**src/hdl/frc8_pkg.sv**
```systemverilog
package frc8_pkg;

    localparam int MaxPayload = 56;
    localparam int AddrW      = $clog2(MaxPayload);
    localparam int LenW       = 6;
    localparam int CfgIdxW    = 2;

    localparam logic [7:0] CrcPoly = 8'h07;
    localparam logic [7:0] CrcInit = 8'h00;

    localparam logic [CfgIdxW-1:0] CfgFirstStart  = 2'd0;
    localparam logic [CfgIdxW-1:0] CfgSecondStart = 2'd1;
    localparam logic [CfgIdxW-1:0] CfgCmdType     = 2'd2;

    typedef enum logic [2:0] {
        ST_SOF1,
        ST_SOF2,
        ST_TYPE,
        ST_LEN,
        ST_DATA,
        ST_CHECK,
        ST_EMIT_RD,
        ST_EMIT_WR
    } t_state;

    // controller -> datapath
    typedef struct packed {
        logic crc_init;
        logic load_len;
        logic store_data;
        logic clr_emit;
        logic inc_emit;
        logic load_out;
    } t_cmd;

    // datapath -> controller
    typedef struct packed {
        logic sof1_match;
        logic sof2_match;
        logic len_too_big;
        logic len_zero;
        logic data_done;
        logic frame_ok;
        logic emit_last;
        logic out_free;
    } t_sts;

    // CRC-8, MSB first, one byte
    function automatic logic [7:0] crc8_byte(input logic [7:0] crc, input logic [7:0] data);
        logic [7:0] c;
        c = crc ^ data;
        for (int b = 0; b < 8; b++) begin
            if (c[7]) begin
                c = {c[6:0], 1'b0} ^ CrcPoly;
            end else begin
                c = {c[6:0], 1'b0};
            end
        end
        return c;
    endfunction

endpackage

```
**src/hdl/frc8_ctrl.sv**
```systemverilog
module frc8_ctrl (
    input  logic           i_clk,
    input  logic           i_rst_n,
    input  logic           i_in_valid,
    input  frc8_pkg::t_sts i_sts,
    output frc8_pkg::t_cmd o_cmd,
    output logic           o_in_stall
);

    frc8_pkg::t_state r_state;
    frc8_pkg::t_state n_state;
    logic             accept;

    assign o_in_stall = (r_state == frc8_pkg::ST_EMIT_RD) || (r_state == frc8_pkg::ST_EMIT_WR);
    assign accept     = i_in_valid && !o_in_stall;

    always_ff @(posedge i_clk) begin
        if (!i_rst_n) begin
            r_state <= frc8_pkg::ST_SOF1;
        end else begin
            r_state <= n_state;
        end
    end

    always_comb begin
        n_state = r_state;
        unique case (r_state)
            frc8_pkg::ST_SOF1: begin
                if (accept && i_sts.sof1_match) n_state = frc8_pkg::ST_SOF2;
            end
            frc8_pkg::ST_SOF2: begin
                if (accept) n_state = i_sts.sof2_match ? frc8_pkg::ST_TYPE : frc8_pkg::ST_SOF1;
            end
            frc8_pkg::ST_TYPE: begin
                if (accept) n_state = frc8_pkg::ST_LEN;
            end
            frc8_pkg::ST_LEN: begin
                if (accept) begin
                    if (i_sts.len_too_big) begin
                        n_state = frc8_pkg::ST_SOF1;
                    end else if (i_sts.len_zero) begin
                        n_state = frc8_pkg::ST_CHECK;
                    end else begin
                        n_state = frc8_pkg::ST_DATA;
                    end
                end
            end
            frc8_pkg::ST_DATA: begin
                if (accept && i_sts.data_done) n_state = frc8_pkg::ST_CHECK;
            end
            frc8_pkg::ST_CHECK: begin
                if (accept) n_state = i_sts.frame_ok ? frc8_pkg::ST_EMIT_RD : frc8_pkg::ST_SOF1;
            end
            frc8_pkg::ST_EMIT_RD: begin
                n_state = frc8_pkg::ST_EMIT_WR;
            end
            frc8_pkg::ST_EMIT_WR: begin
                if (i_sts.out_free) begin
                    n_state = i_sts.emit_last ? frc8_pkg::ST_SOF1 : frc8_pkg::ST_EMIT_RD;
                end
            end
            default: n_state = frc8_pkg::ST_SOF1;
        endcase
    end

    always_comb begin
        o_cmd = '0;
        unique case (r_state)
            frc8_pkg::ST_TYPE: o_cmd.crc_init = accept;
            frc8_pkg::ST_LEN: o_cmd.load_len = accept && !i_sts.len_too_big;
            frc8_pkg::ST_DATA: o_cmd.store_data = accept;
            frc8_pkg::ST_CHECK: o_cmd.clr_emit = accept;
            frc8_pkg::ST_EMIT_WR: begin
                o_cmd.load_out = i_sts.out_free;
                o_cmd.inc_emit = i_sts.out_free && !i_sts.emit_last;
            end
            default: o_cmd = '0;
        endcase
    end

endmodule

```
**src/hdl/frc8_dpath.sv**
```systemverilog
module frc8_dpath (
    input  logic                        i_clk,
    input  logic                        i_rst_n,
    input  logic                        i_cfg_we,
    input  logic [frc8_pkg::CfgIdxW-1:0] i_cfg_index,
    input  logic [7:0]                  i_cfg_data,
    input  logic [7:0]                  i_received_byte,
    input  frc8_pkg::t_cmd              i_cmd,
    input  logic                        i_out_stall,
    output frc8_pkg::t_sts              o_sts,
    output logic                        o_out_valid,
    output logic [7:0]                  o_payload_byte,
    output logic [frc8_pkg::LenW-1:0]   o_byte_index,
    output logic [frc8_pkg::LenW-1:0]   o_payload_length,
    output logic                        o_last_byte
);

    logic [7:0] r_first_start;
    logic [7:0] r_second_start;
    logic [7:0] r_cmd_type;

    logic [7:0]                r_frame_type;
    logic [frc8_pkg::LenW-1:0] r_frame_len;
    logic [frc8_pkg::LenW-1:0] r_rx_count;
    logic [7:0]                r_crc;
    logic [frc8_pkg::LenW-1:0] r_emit_idx;
    logic [7:0]                r_rd_data;
    logic                      r_out_valid;
    logic [7:0]                r_out_byte;
    logic [frc8_pkg::LenW-1:0] r_out_idx;
    logic [frc8_pkg::LenW-1:0] r_out_len;
    logic                      r_out_last;

    logic [7:0] mem [frc8_pkg::MaxPayload];

    logic [7:0]                crc_next;
    logic [frc8_pkg::LenW-1:0] rx_count_inc;
    logic [frc8_pkg::LenW-1:0] emit_idx_inc;

    assign crc_next     = frc8_pkg::crc8_byte(i_cmd.crc_init ? frc8_pkg::CrcInit : r_crc,
                                              i_received_byte);
    assign rx_count_inc = r_rx_count + 1'b1;
    assign emit_idx_inc = r_emit_idx + 1'b1;

    assign o_sts.sof1_match  = (i_received_byte == r_first_start);
    assign o_sts.sof2_match  = (i_received_byte == r_second_start);
    assign o_sts.len_too_big = (i_received_byte > 8'(frc8_pkg::MaxPayload));
    assign o_sts.len_zero    = (i_received_byte == 8'd0);
    assign o_sts.data_done   = (rx_count_inc >= r_frame_len);
    assign o_sts.frame_ok    = (i_received_byte == r_crc) && (r_frame_type == r_cmd_type);
    assign o_sts.emit_last   = (r_frame_len == '0) || (emit_idx_inc == r_frame_len);
    assign o_sts.out_free    = !r_out_valid || !i_out_stall;

    always_ff @(posedge i_clk) begin
        if (!i_rst_n) begin
            r_first_start  <= 8'hAA;
            r_second_start <= 8'h55;
            r_cmd_type     <= 8'h01;
        end else if (i_cfg_we) begin
            unique case (i_cfg_index)
                frc8_pkg::CfgFirstStart:  r_first_start  <= i_cfg_data;
                frc8_pkg::CfgSecondStart: r_second_start <= i_cfg_data;
                frc8_pkg::CfgCmdType:     r_cmd_type     <= i_cfg_data;
                default: ;
            endcase
        end
    end

    always_ff @(posedge i_clk) begin
        if (!i_rst_n) begin
            r_frame_type <= '0;
            r_frame_len  <= '0;
            r_rx_count   <= '0;
            r_crc        <= frc8_pkg::CrcInit;
            r_emit_idx   <= '0;
            r_out_valid  <= 1'b0;
        end else begin
            if (i_cmd.crc_init) begin
                r_frame_type <= i_received_byte;
                r_crc        <= crc_next;
            end
            if (i_cmd.load_len) begin
                r_frame_len <= i_received_byte[frc8_pkg::LenW-1:0];
                r_rx_count  <= '0;
                r_crc       <= crc_next;
            end
            if (i_cmd.store_data) begin
                r_rx_count <= rx_count_inc;
                r_crc      <= crc_next;
            end
            if (i_cmd.clr_emit) begin
                r_emit_idx <= '0;
            end else if (i_cmd.inc_emit) begin
                r_emit_idx <= emit_idx_inc;
            end
            if (i_cmd.load_out) begin
                r_out_valid <= 1'b1;
            end else if (!i_out_stall) begin
                r_out_valid <= 1'b0;
            end
        end
    end

    // payload store, one write and one registered read port
    always_ff @(posedge i_clk) begin
        if (i_cmd.store_data) begin
            mem[r_rx_count[frc8_pkg::AddrW-1:0]] <= i_received_byte;
        end
        r_rd_data <= mem[r_emit_idx[frc8_pkg::AddrW-1:0]];
    end

    always_ff @(posedge i_clk) begin
        if (i_cmd.load_out) begin
            // empty frame gives a single zero marker
            r_out_byte <= (r_frame_len == '0) ? 8'd0 : r_rd_data;
            r_out_idx  <= r_emit_idx;
            r_out_len  <= r_frame_len;
            r_out_last <= o_sts.emit_last;
        end
    end

    assign o_out_valid      = r_out_valid;
    assign o_payload_byte   = r_out_byte;
    assign o_byte_index     = r_out_idx;
    assign o_payload_length = r_out_len;
    assign o_last_byte      = r_out_last;

endmodule

```
**src/hdl/frame_receiver_crc8.sv**
```systemverilog
// Byte-serial frame receiver with CRC-8 check (poly 0x07, init 0, MSB first).
// Input channel: i_received_byte with i_in_valid / o_in_stall; one serial byte
// per request. The block hunts for two start bytes, then takes type, length,
// payload and one check byte.
// Output channel: o_payload_byte, o_byte_index, o_payload_length, o_last_byte
// with o_out_valid / i_out_stall; one request per payload byte of a good
// command frame, the last one flagged. An empty good frame gives one zero
// marker request. Frames with bad CRC, other type or too long a length are
// dropped without output.
// Throughput: one input byte per cycle while receiving. After a good check
// byte the input stalls while the payload store is read out: each payload
// byte (or the marker of an empty frame) goes through a registered memory
// read, then an output register load. The readout also waits while the
// receiver stalls the output. The first payload byte shows once the check
// byte is taken and its memory read and output register load have followed.
// Reset (synchronous, active low) returns to start-byte hunt, clears the
// output valid and restores the start bytes 0xAA, 0x55 and command type 0x01.
// A stalled output holds its request; the readout waits until it is taken.
module frame_receiver_crc8 (
    input  logic                        i_clk,
    input  logic                        i_rst_n,
    input  logic                        i_cfg_we,
    input  logic [frc8_pkg::CfgIdxW-1:0] i_cfg_index,
    input  logic [7:0]                  i_cfg_data,
    input  logic                        i_in_valid,
    output logic                        o_in_stall,
    input  logic [7:0]                  i_received_byte,
    output logic                        o_out_valid,
    input  logic                        i_out_stall,
    output logic [7:0]                  o_payload_byte,
    output logic [frc8_pkg::LenW-1:0]   o_byte_index,
    output logic [frc8_pkg::LenW-1:0]   o_payload_length,
    output logic                        o_last_byte
);

    frc8_pkg::t_cmd cmd;
    frc8_pkg::t_sts sts;

    frc8_ctrl u_ctrl (
        .i_clk      (i_clk),
        .i_rst_n    (i_rst_n),
        .i_in_valid (i_in_valid),
        .i_sts      (sts),
        .o_cmd      (cmd),
        .o_in_stall (o_in_stall)
    );

    frc8_dpath u_dpath (
        .i_clk            (i_clk),
        .i_rst_n          (i_rst_n),
        .i_cfg_we         (i_cfg_we),
        .i_cfg_index      (i_cfg_index),
        .i_cfg_data       (i_cfg_data),
        .i_received_byte  (i_received_byte),
        .i_cmd            (cmd),
        .i_out_stall      (i_out_stall),
        .o_sts            (sts),
        .o_out_valid      (o_out_valid),
        .o_payload_byte   (o_payload_byte),
        .o_byte_index     (o_byte_index),
        .o_payload_length (o_payload_length),
        .o_last_byte      (o_last_byte)
    );

endmodule

```
**config.mk**
```make
export PLATFORM = sky130hd
export DESIGN_NAME = frame_receiver_crc8
export DESIGN_NICKNAME = d
export VERILOG_FILES = /design/src/hdl/frc8_pkg.sv /design/src/hdl/frc8_ctrl.sv /design/src/hdl/frc8_dpath.sv /design/src/hdl/frame_receiver_crc8.sv
export SDC_FILE = /design/constraint.sdc
export NUM_CORES = 1
export LEC_CHECK = 0
export BUFFER_PORTS_ARGS = -buffer_cell sky130_fd_sc_hd__buf_4
export CORE_ASPECT_RATIO = 2
export CORE_UTILIZATION = 40
export CTS_CLUSTER_SIZE = 28
export DETAILED_ROUTE_END_ITERATION = 12
export GPL_ROUTABILITY_DRIVEN = 0
export PLACE_DENSITY = 0.63
export SKIP_CTS_REPAIR_TIMING = 1
export SLEW_MARGIN = 15
export SYNTH_ARGS = -nofsm -noshare
export SYNTH_HDL_FRONTEND = slang
export SYNTH_SLANG_ARGS = --single-unit
export TNS_END_PERCENT = 30
```
**constraint.sdc**
```tcl
create_clock -name i_clk -period 2.6 [get_ports i_clk]
set_input_delay 0 -clock i_clk [delete_from_list [all_inputs] [get_ports i_clk]]
set_output_delay 0 -clock i_clk [all_outputs]
set_load 0.05 [all_outputs]
```
==> results of run 1 <==
-- logic make-up after synthesis --
logic type                 Yosys count
xor gates and xnor gates            69
adders and majority gates            8
and+or+nand+nor                    239
muxes                              192
DFF                                539
buffers and inverters               89
AOI/OAI and AO/OA                   89
-- cells in the mapped netlist, types with 13 or more instances --
cell type / number / area (um^2)
mux2i_1: 40 / 400
o21ai_0: 13 / 65.1
edfxtp_1: 469 / 14100
xor2_1: 30 / 263
xnor2_1: 36 / 315
nand2_1: 50 / 188
buf_2: 19 / 95.1
clkbuf_1: 36 / 135
a21oi_1: 39 / 195
nand3_1: 20 / 100
nor2_1: 105 / 394
mux4_2: 134 / 3020
dfxtp_1: 70 / 1400
-- through the flow --
step / setup WS [ns] / power (mW)
after floorplan: 0.341 / 10.2
after global placement: 0.149 / 10.5
after detailed placement: 0.0983 / 10.6
after CTS: 0.124 / 16.9
after global routing: 0.0374 / 17.3
final: 0.155 / 16.9
-- power by group --
part           leakage, nW  switching, mW  internal (mW)
clock                0.636           3.06           3.40
sequential            4.81          0.105           9.45
combinational         2.73          0.496          0.361
total                 8.18           3.66           13.2
-- worst max path at each step --
stage,start,slack (ns),end,cells past startpoint
global route,u_dpath.r_rx_count[0],0.04,u_ctrl.r_state[1],9
finish,u_dpath.r_emit_idx[0],0.15,u_dpath.r_rd_data[6],6
floorplan,u_ctrl.r_state[2],0.34,u_dpath.r_emit_idx[5],7
detailed placement,i_received_byte[2],0.1,u_dpath.r_crc[6],7
CTS,u_dpath.r_emit_idx[0],0.12,u_dpath.r_rd_data[6],6
global placement,i_received_byte[2],0.15,u_dpath.r_crc[6],7
-- registers in the layout, summed over array words and instances, names as in the netlist --
signal	count
u_dpath.r_cmd_type	8
u_dpath.r_crc	8
u_dpath.r_second_start	8
u_dpath.o_payload_byte	8
u_dpath.mem	448
u_dpath.r_frame_type	8
u_dpath.o_last_byte	1
u_dpath.r_emit_idx	6
u_dpath.o_payload_length	6
u_dpath.o_byte_index	6
u_dpath.r_frame_len	6
u_ctrl.r_state	3
u_dpath.o_out_valid	1
u_dpath.r_rx_count	6
u_dpath.r_rd_data	8
u_dpath.r_first_start	8
-- worst register-to-register path, cell delays in order (launching register included) --
cell and delay (ns):
dfxtp_4 0.47, buf_12 0.28, mux4_2 0.59, mux2_2 0.30
mux4_2 0.51, nor2_1 0.11, a21oi_1 0.05
-- layer usage --
layer / share of wire [%] / up-vias
li1: - / 5117
met1: 33 / 6060
met2: 59 / 276
met3: 3.1 / 113
met4: 4.7 / 0
met5: 0 / -
-- area by class of cell --
type / count / area share [%]
Timing Repair Buffer: 188 / 6.24
Tap cell: 676 / 3.34
Sequential cell: 539 / 61.1
Clock buffer: 58 / 4.63
Multi-Input combinational cell: 597 / 23.9
Clock inverter: 19 / 0.607
Inverter: 14 / 0.207
==> impl_metrics.py, run 1 <==
metrics = {
    "run_status": {
        "status": "finished clean",
    },
    "clock_network": {
        "numCtsBuffers": 45,
        "cts.clk_slew.worst_paths_ns": 0.07,
        "clock_latency_ns": 0.58,
        "htreeDepth": 2,
        "cts_root_buf": "clkbuf_16",
        "tritoncts": "done",
        "clockBufferDepth": 3,
        "clock_sinks": 539,
    },
    "layout": {
        "mostFrequentLayoutCell": "edfxtp_1",
        "syn2layout_area_growth_pct": 15.5,
        "fin_util_pct": 46.6,
        "multi_input_area_um2": 6050,
        "final_cells": 2091,
        "final_cell_mix": "edfxtp_1 (469), buf_4 (148), mux4_2 (134)",
        "register_area_um2": 15500,
        "drive_above_1_share_pct": 26.0,
        "nets": 1416,
        "nFillCells": 4570,
        "finalInstanceArea_um2": 25300,
        "diodes": 0,
    },
    "yosys": {
        "ys_seq_area_share_pct": 70.5,
        "yosysWarningCount": 0,
        "postSynthAreaPerCell_um2": 17.9,
        "synth_fa_ha_area_share_pct": 0.456,
        "synth_top_family_by_area": "multiplexers",
        "yosys.area_share.xor_xnor_pct": 2.91,
        "synthMuxAreaShare_pct": 16.5,
        "syn_area_um2": 21900,
        "synth_ff_type": "edfxtp_1",
        "synth-compound-area-share_pct": 2.52,
        "synth_nets": 1256,
        "ys_types": 62,
        "synth-seq-cells": 539,
        "async_flop_share_pct": 0,
        "synth_edf_count": 469,
        "synth_cells": 1225,
        "synth_simple_gate_area_share_pct": 5.13,
    },
    "routing": {
        "drc": 0,
        "vias": 11600,
        "wl_um": 52800,
        "drt_iter0_markers": 864,
        "dr.pass1.iters": 5,
        "antenna_left": 0,
        "viasPerCell": 5.53,
        "avgRoutedWirePerCell_um": 25.3,
    },
    "sta": {
        "rsz0062_at_grt": "false",
        "slew_headroom_pct": 29.4,
        "report.final.hold_viol_count": 0,
        "min_period_ns": 2.45,
        "fin_skew_ns": 0.0320,
        "fin_crit_sh_pct": 94.1,
        "slew_viol_final": 0,
        "setup_tns_ns": 0,
        "fmax_ghz": 0.409,
        "setup_viol": 0,
        "hold-worst-slack_ns": 0.0944,
        "tightest_slew_ns": 1.05,
    },
    "setup_path": {
        "regToRegStartpoint": "u_dpath.r_emit_idx[0]",
        "slowest_delay_ns": 0.55,
        "r2r_cells": 6,
        "cp_top_family": "multiplexers",
        "path_common_cell": "mux4_2",
        "critPathLaunchType": "flop",
        "r2r_slack_ns": 0.15,
        "arrival_ns": 2.89,
        "reg2reg_to": "u_dpath.r_rd_data[6]",
        "worst-path-max-fanout": 30,
        "endpoint_kind": "flop",
        "cp_slowest_cell": "mux4_2",
        "crit_type": "flop to flop",
        "path_cells": "buf_12, mux4_2, mux2_2, mux4_2, nor2_1, a21oi_1",
        "cp_num_buf_inv": 1,
        "crit_required_ns": 3.04,
    },
    "min_path": {
        "min_to": "u_dpath.r_first_start[6]",
        "min_path_cells": 5,
        "hp-start": "i_cfg_we",
        "hp-class": "input pin to flop",
    },
    "flow_run": {
        "max_cap_violations": 0,
    },
    "floorplan": {
        "die_w_um": 168,
        "core_um2": 54400,
        "io_pins": 46,
        "dieHeight_um": 333,
        "initial_core_util_pct": 40.4,
        "rows": 121,
        "die_area_um2": 55900,
    },
    "grt": {
        "gr-usage-met2_pct": 39.0,
        "grt_pass1_wl_um": 78100,
        "top_usage_layer": "met2",
        "grtUsageMet3_pct": 2.34,
        "grt_antenna_before_repair": 0,
        "grt_usage_pct": 19.3,
        "grt_start_max_net_pins": 59,
        "grt_use_met1_pct": 18.7,
        "first_global_vias": 12100,
        "gr-total-overflow": 0,
    },
    "pwr": {
        "ir_drop_mv": 0.608,
        "leakagePower_nw": 8.18,
        "p_per_area_nw_per_um2": 665,
    },
    "placed_design": {
        "dp_cells": 1981,
        "place_area_um2": 23700,
        "portBuffers": 45,
        "dpl.hpwl_um": 36300,
    },
}
No activity file was read; power rests on OpenSTA's default activity.
==> run 2: changes to the inputs <==
CORE_UTILIZATION = 55   (was 40)
PLACE_DENSITY = 0.79   (was 0.63)
==> impl_metrics.py, run 2 (synthesis results as in run 1) <==
metrics = {
    "sta": {
        "tightest_slew_ns": 0.820,
        "slew_viol_final": 0,
        "min_period_ns": 2.47,
        "setup_viol": 0,
        "fin_crit_sh_pct": 95.0,
        "rsz0062_at_grt": "false",
        "setup_tns_ns": 0,
        "slew_headroom_pct": 45.1,
        "fmax_ghz": 0.405,
        "hold-worst-slack_ns": 0.215,
        "fin_skew_ns": 0.0241,
        "report.final.hold_viol_count": 0,
    },
    "floorplan": {
        "die_area_um2": 40800,
        "die_w_um": 143,
        "io_pins": 46,
        "core_um2": 39400,
        "initial_core_util_pct": 55.7,
        "dieHeight_um": 285,
        "rows": 103,
    },
    "setup_path": {
        "worst-path-max-fanout": 18,
        "critPathLaunchType": "flop",
        "path_cells": "buf_12, buf_12, mux4_2, mux4_2, mux2i_1, buf_4, a21oi_1",
        "cp_num_buf_inv": 3,
        "endpoint_kind": "flop",
        "crit_required_ns": 3.01,
        "crit_type": "flop to flop",
        "cp_slowest_cell": "mux4_2",
        "slowest_delay_ns": 0.53,
        "cp_top_family": "multiplexers",
        "arrival_ns": 2.88,
    },
    "clock_network": {
        "cts_root_buf": "clkbuf_16",
        "clock_latency_ns": 0.56,
        "htreeDepth": 2,
        "tritoncts": "done",
        "clock_sinks": 539,
        "numCtsBuffers": 42,
        "cts.clk_slew.worst_paths_ns": 0.07,
        "clockBufferDepth": 3,
    },
    "routing": {
        "vias": 12000,
        "drt_iter0_markers": 1108,
        "avgRoutedWirePerCell_um": 27.3,
        "wl_um": 52600,
        "antenna_left": 0,
        "viasPerCell": 6.26,
        "dr.pass1.iters": 5,
        "drc": 0,
    },
    "pwr": {
        "totalPowerFinal_mw": 17.0,
        "ir_drop_mv": 0.640,
        "leakagePower_nw": 8.18,
        "p_per_area_nw_per_um2": 677,
    },
    "layout": {
        "fin_util_pct": 63.9,
        "nFillCells": 2660,
        "nets": 1398,
        "diodes": 0,
        "largest_reg_flops": 448,
        "drive_above_1_share_pct": 26.5,
        "mostFrequentLayoutCell": "edfxtp_1",
        "final_cells": 1926,
        "final_cell_mix": "edfxtp_1 (469), buf_4 (136), mux4_2 (134)",
        "syn2layout_area_growth_pct": 14.8,
    },
    "placed_design": {
        "portBuffers": 45,
        "dp_cells": 1820,
        "dpl.hpwl_um": 33400,
    },
    "flow_run": {
        "max_cap_violations": 0,
    },
    "grt": {
        "grt_start_max_net_pins": 55,
        "first_global_vias": 12400,
        "gr-total-overflow": 0,
        "grt_pass1_wl_um": 76600,
        "grt_antenna_before_repair": 0,
        "grt_usage_pct": 26.4,
    },
    "run_status": {
        "status": "finished clean",
    },
    "min_path": {
        "hp-class": "input pin to flop",
    },
}
-- run 2: cell types whose count changed in the layout (fill, tap and decap cells not counted) --
cell           change
inv_6              -2
bufinv_16          +3
clkinv_2           +3
dfxtp_2            +2
buf_16             +1
dfxtp_1            -2
clkinv_4           +2
clkbuf_1           -7
buf_4             -12
dlygate4sd3_1      -8
buf_12             +4
clkinvlp_2         +2
-- run 2: stage by stage --
stage | instance area (um^2) | worst slack, ns
after floorplan | 21900 | 0.341
after global placement | 23500 | 0.113
after detailed placement | 23500 | 0.0601
after CTS | 24900 | 0.0278
after global routing | 25200 | 0.0372
final | 25200 | 0.131
-- run 2: routing by layer --
| layer | part of all wire [%] | track usage [%] | vias to the layer above |
|---|---|---|---|
| li1 | - | - | 5091 |
| met1 | 33 | 29.1 | 6221 |
| met2 | 56 | 48.7 | 578 |
| met3 | 5.1 | 2.61 | 158 |
| met4 | 5.5 | 14.9 | 0 |
| met5 | 0 | 0 | - |
-- run 2: layout make-up --
class / count / area [um^2] / area share [%]
Multi-Input combinational cell: 597 / 6050 / 24.0
Clock inverter: 27 / 269 / 1.07
Tap cell: 525 / 657 / 2.61
Inverter: 14 / 52.6 / 0.209
Sequential cell: 539 / 15500 / 61.5
Timing Repair Buffer: 173 / 1520 / 6.03
Clock buffer: 51 / 1150 / 4.56
-- run 2: power by group --
group	leakage [nW]	switching, mW	internal, mW
logic	2.69	0.501	0.356
clock network	0.681	2.97	3.67
registers	4.81	0.111	9.44
-- run 2: tightest hold or removal path, cell delays in order --
cell and delay, ns:
buf_4 0.12, nand3b_1 0.40, mux2i_1 0.15, nand2_1 0.06
-- run 2: worst paths after layout --
kind,from,end,slack [ns],depth (start not counted)
worst max-delay path,u_dpath.r_emit_idx[0],u_dpath.r_rd_data[6],0.13,7
worst min register to register,u_dpath.r_frame_type[5],u_dpath.r_frame_type[5],0.47,2
worst max register to register,u_dpath.r_emit_idx[0],u_dpath.r_rd_data[6],0.13,7
worst min-delay path,i_cfg_index[0],u_dpath.r_second_start[0],0.21,4
==> run 3: changes to the inputs <==
clock period = 2.52 ns   (was 2.6 ns; I/O delays follow)
==> impl_metrics.py, run 3 (synthesis results as in run 1) <==
metrics = {
    "run_status": {
        "status": "complete, but fails checks",
        "violations": "hold timing",
    },
    "setup_path": {
        "path_cells": "buf_16, buf_16, mux4_2, mux4_2, mux2i_4, a21oi_2",
        "worst-path-max-fanout": 12,
        "slowest_delay_ns": 0.56,
        "crit_type": "flop to flop",
        "critPathLaunchType": "flop",
        "cp_top_family": "multiplexers",
        "crit_required_ns": 2.96,
        "cp_slowest_cell": "mux4_2",
        "arrival_ns": 2.92,
        "cp_num_buf_inv": 2,
        "endpoint_kind": "flop",
    },
    "clock_network": {
        "numCtsBuffers": 42,
        "cts_root_buf": "clkbuf_16",
        "clock_latency_ns": 0.57,
        "clockBufferDepth": 3,
        "cts.clk_slew.worst_paths_ns": 0.07,
        "tritoncts": "done",
        "htreeDepth": 2,
        "clock_sinks": 539,
    },
    "pwr": {
        "leakagePower_nw": 8.26,
        "p_per_area_nw_per_um2": 693,
        "totalPowerFinal_mw": 17.6,
        "ir_drop_mv": 0.672,
    },
    "layout": {
        "drive_above_1_share_pct": 27.6,
        "diodes": 0,
        "nFillCells": 2674,
        "largest_reg_flops": 448,
        "nets": 1408,
        "mostFrequentLayoutCell": "edfxtp_1",
        "final_cells": 1936,
        "final_cell_mix": "edfxtp_1 (469), buf_4 (145), mux4_2 (134)",
        "finalInstanceArea_um2": 25300,
        "syn2layout_area_growth_pct": 15.5,
    },
    "routing": {
        "antenna_left": 0,
        "vias": 12100,
        "wl_um": 53200,
        "wl_met3_um": 3250,
        "routed.top_layer": "met4",
        "wl_met1_um": 17300,
        "avgRoutedWirePerCell_um": 27.5,
        "viasPerCell": 6.25,
        "wl_met2_um": 29700,
        "drt_iter0_markers": 1139,
        "drc": 0,
        "dr.pass1.iters": 5,
    },
    "sta": {
        "fin_crit_sh_pct": 98.3,
        "setup_viol": 0,
        "fin_skew_ns": 0.0225,
        "fmax_ghz": 0.404,
        "slew_viol_final": 0,
        "report.final.hold_viol_count": 5,
        "tightest_slew_ns": 0.748,
        "setup_tns_ns": 0,
        "rsz0062_at_grt": "true",
        "slew_headroom_pct": 49.9,
        "hold-worst-slack_ns": -0.0403,
        "min_period_ns": 2.48,
    },
    "floorplan": {
        "core_um2": 39400,
        "rows": 103,
        "die_w_um": 143,
        "dieHeight_um": 285,
        "io_pins": 46,
        "initial_core_util_pct": 55.7,
        "die_area_um2": 40800,
    },
    "grt": {
        "grt_start_max_net_pins": 46,
        "gr-total-overflow": 0,
        "grt_usage_pct": 27.1,
        "first_global_vias": 12500,
        "grt_antenna_before_repair": 0,
        "grt_pass1_wl_um": 78400,
    },
    "placed_design": {
        "dp_cells": 1835,
        "portBuffers": 45,
        "place_area_um2": 23600,
        "dpl.hpwl_um": 35400,
    },
    "flow_run": {
        "max_cap_violations": 0,
    },
    "min_path": {
        "hp-class": "input pin to flop",
    },
}
[run 3: cell types whose count changed in the layout (fill, tap and decap cells not counted), moves of 2 or more]
cell / delta
buf_4: +9
clkbuf_1: +7
mux2i_1: -6
clkinv_1: -4
mux2i_4: +4
dlygate4sd3_1: -3
buf_6: +2
clkbuf_8: +2
clkinv_4: -2
mux2i_2: +2
[run 3: tightest hold or removal path, cell delays in order]
cell     delay (ns)
buf_4          0.09
nor3b_1        0.04
buf_4          0.18
mux2i_1        0.13
nand2_1        0.06
[run 3: per-stage QoR]
step	util [%]	setup slack [ns]	hold slack, ns
CTS	63.4	-0.403	-0.315
finish	64.3	0.0431	-0.0403
floorplan	-	0.261	0.0989
global placement	59.9	-0.235	0.249
global route	64.3	-0.00585	0.00156
detailed placement	59.9	-0.370	0.260
[run 3: power breakdown]
group / internal, mW / switching (mW) / leakage (nW)
clock: 3.76 / 3.05 / 0.676
sequential: 9.74 / 0.102 / 4.81
combinational: 0.368 / 0.536 / 2.78
total: 13.9 / 3.69 / 8.26
[run 3: layout make-up]
cell class | instances | area (um^2) | area share, %
sequential | 539 | 15500 | 61.1
multi-input combinational | 597 | 6110 | 24.1
timing repair buffer | 183 | 1630 | 6.44
clock buffer | 60 | 1200 | 4.74
tap | 525 | 657 | 2.59
clock inverter | 18 | 198 | 0.780
inverter | 14 | 52.6 | 0.207
[run 3: path summary, 6_finish.rpt]
check / endpoint / slack [ns] / start / cells after the start
worst max register to register: u_dpath.r_rd_data[4] / 0.04 / u_dpath.r_emit_idx[0] / 6
worst min register to register: u_dpath.r_frame_type[5] / 0.48 / u_dpath.r_frame_type[5] / 2
worst max-delay path: u_dpath.r_rd_data[4] / 0.04 / u_dpath.r_emit_idx[0] / 6
worst min-delay path: u_dpath.r_first_start[3] / -0.04 / i_cfg_index[1] / 5
[run 3: per-layer routing]
| metal | up-vias | global-route usage (%) |
|---|---|---|
| li1 | 5118 | - |
| met1 | 6257 | 30.3 |
| met2 | 585 | 49.9 |
| met3 | 147 | 2.75 |
| met4 | 0 | 14.8 |
| met5 | - | 0 |
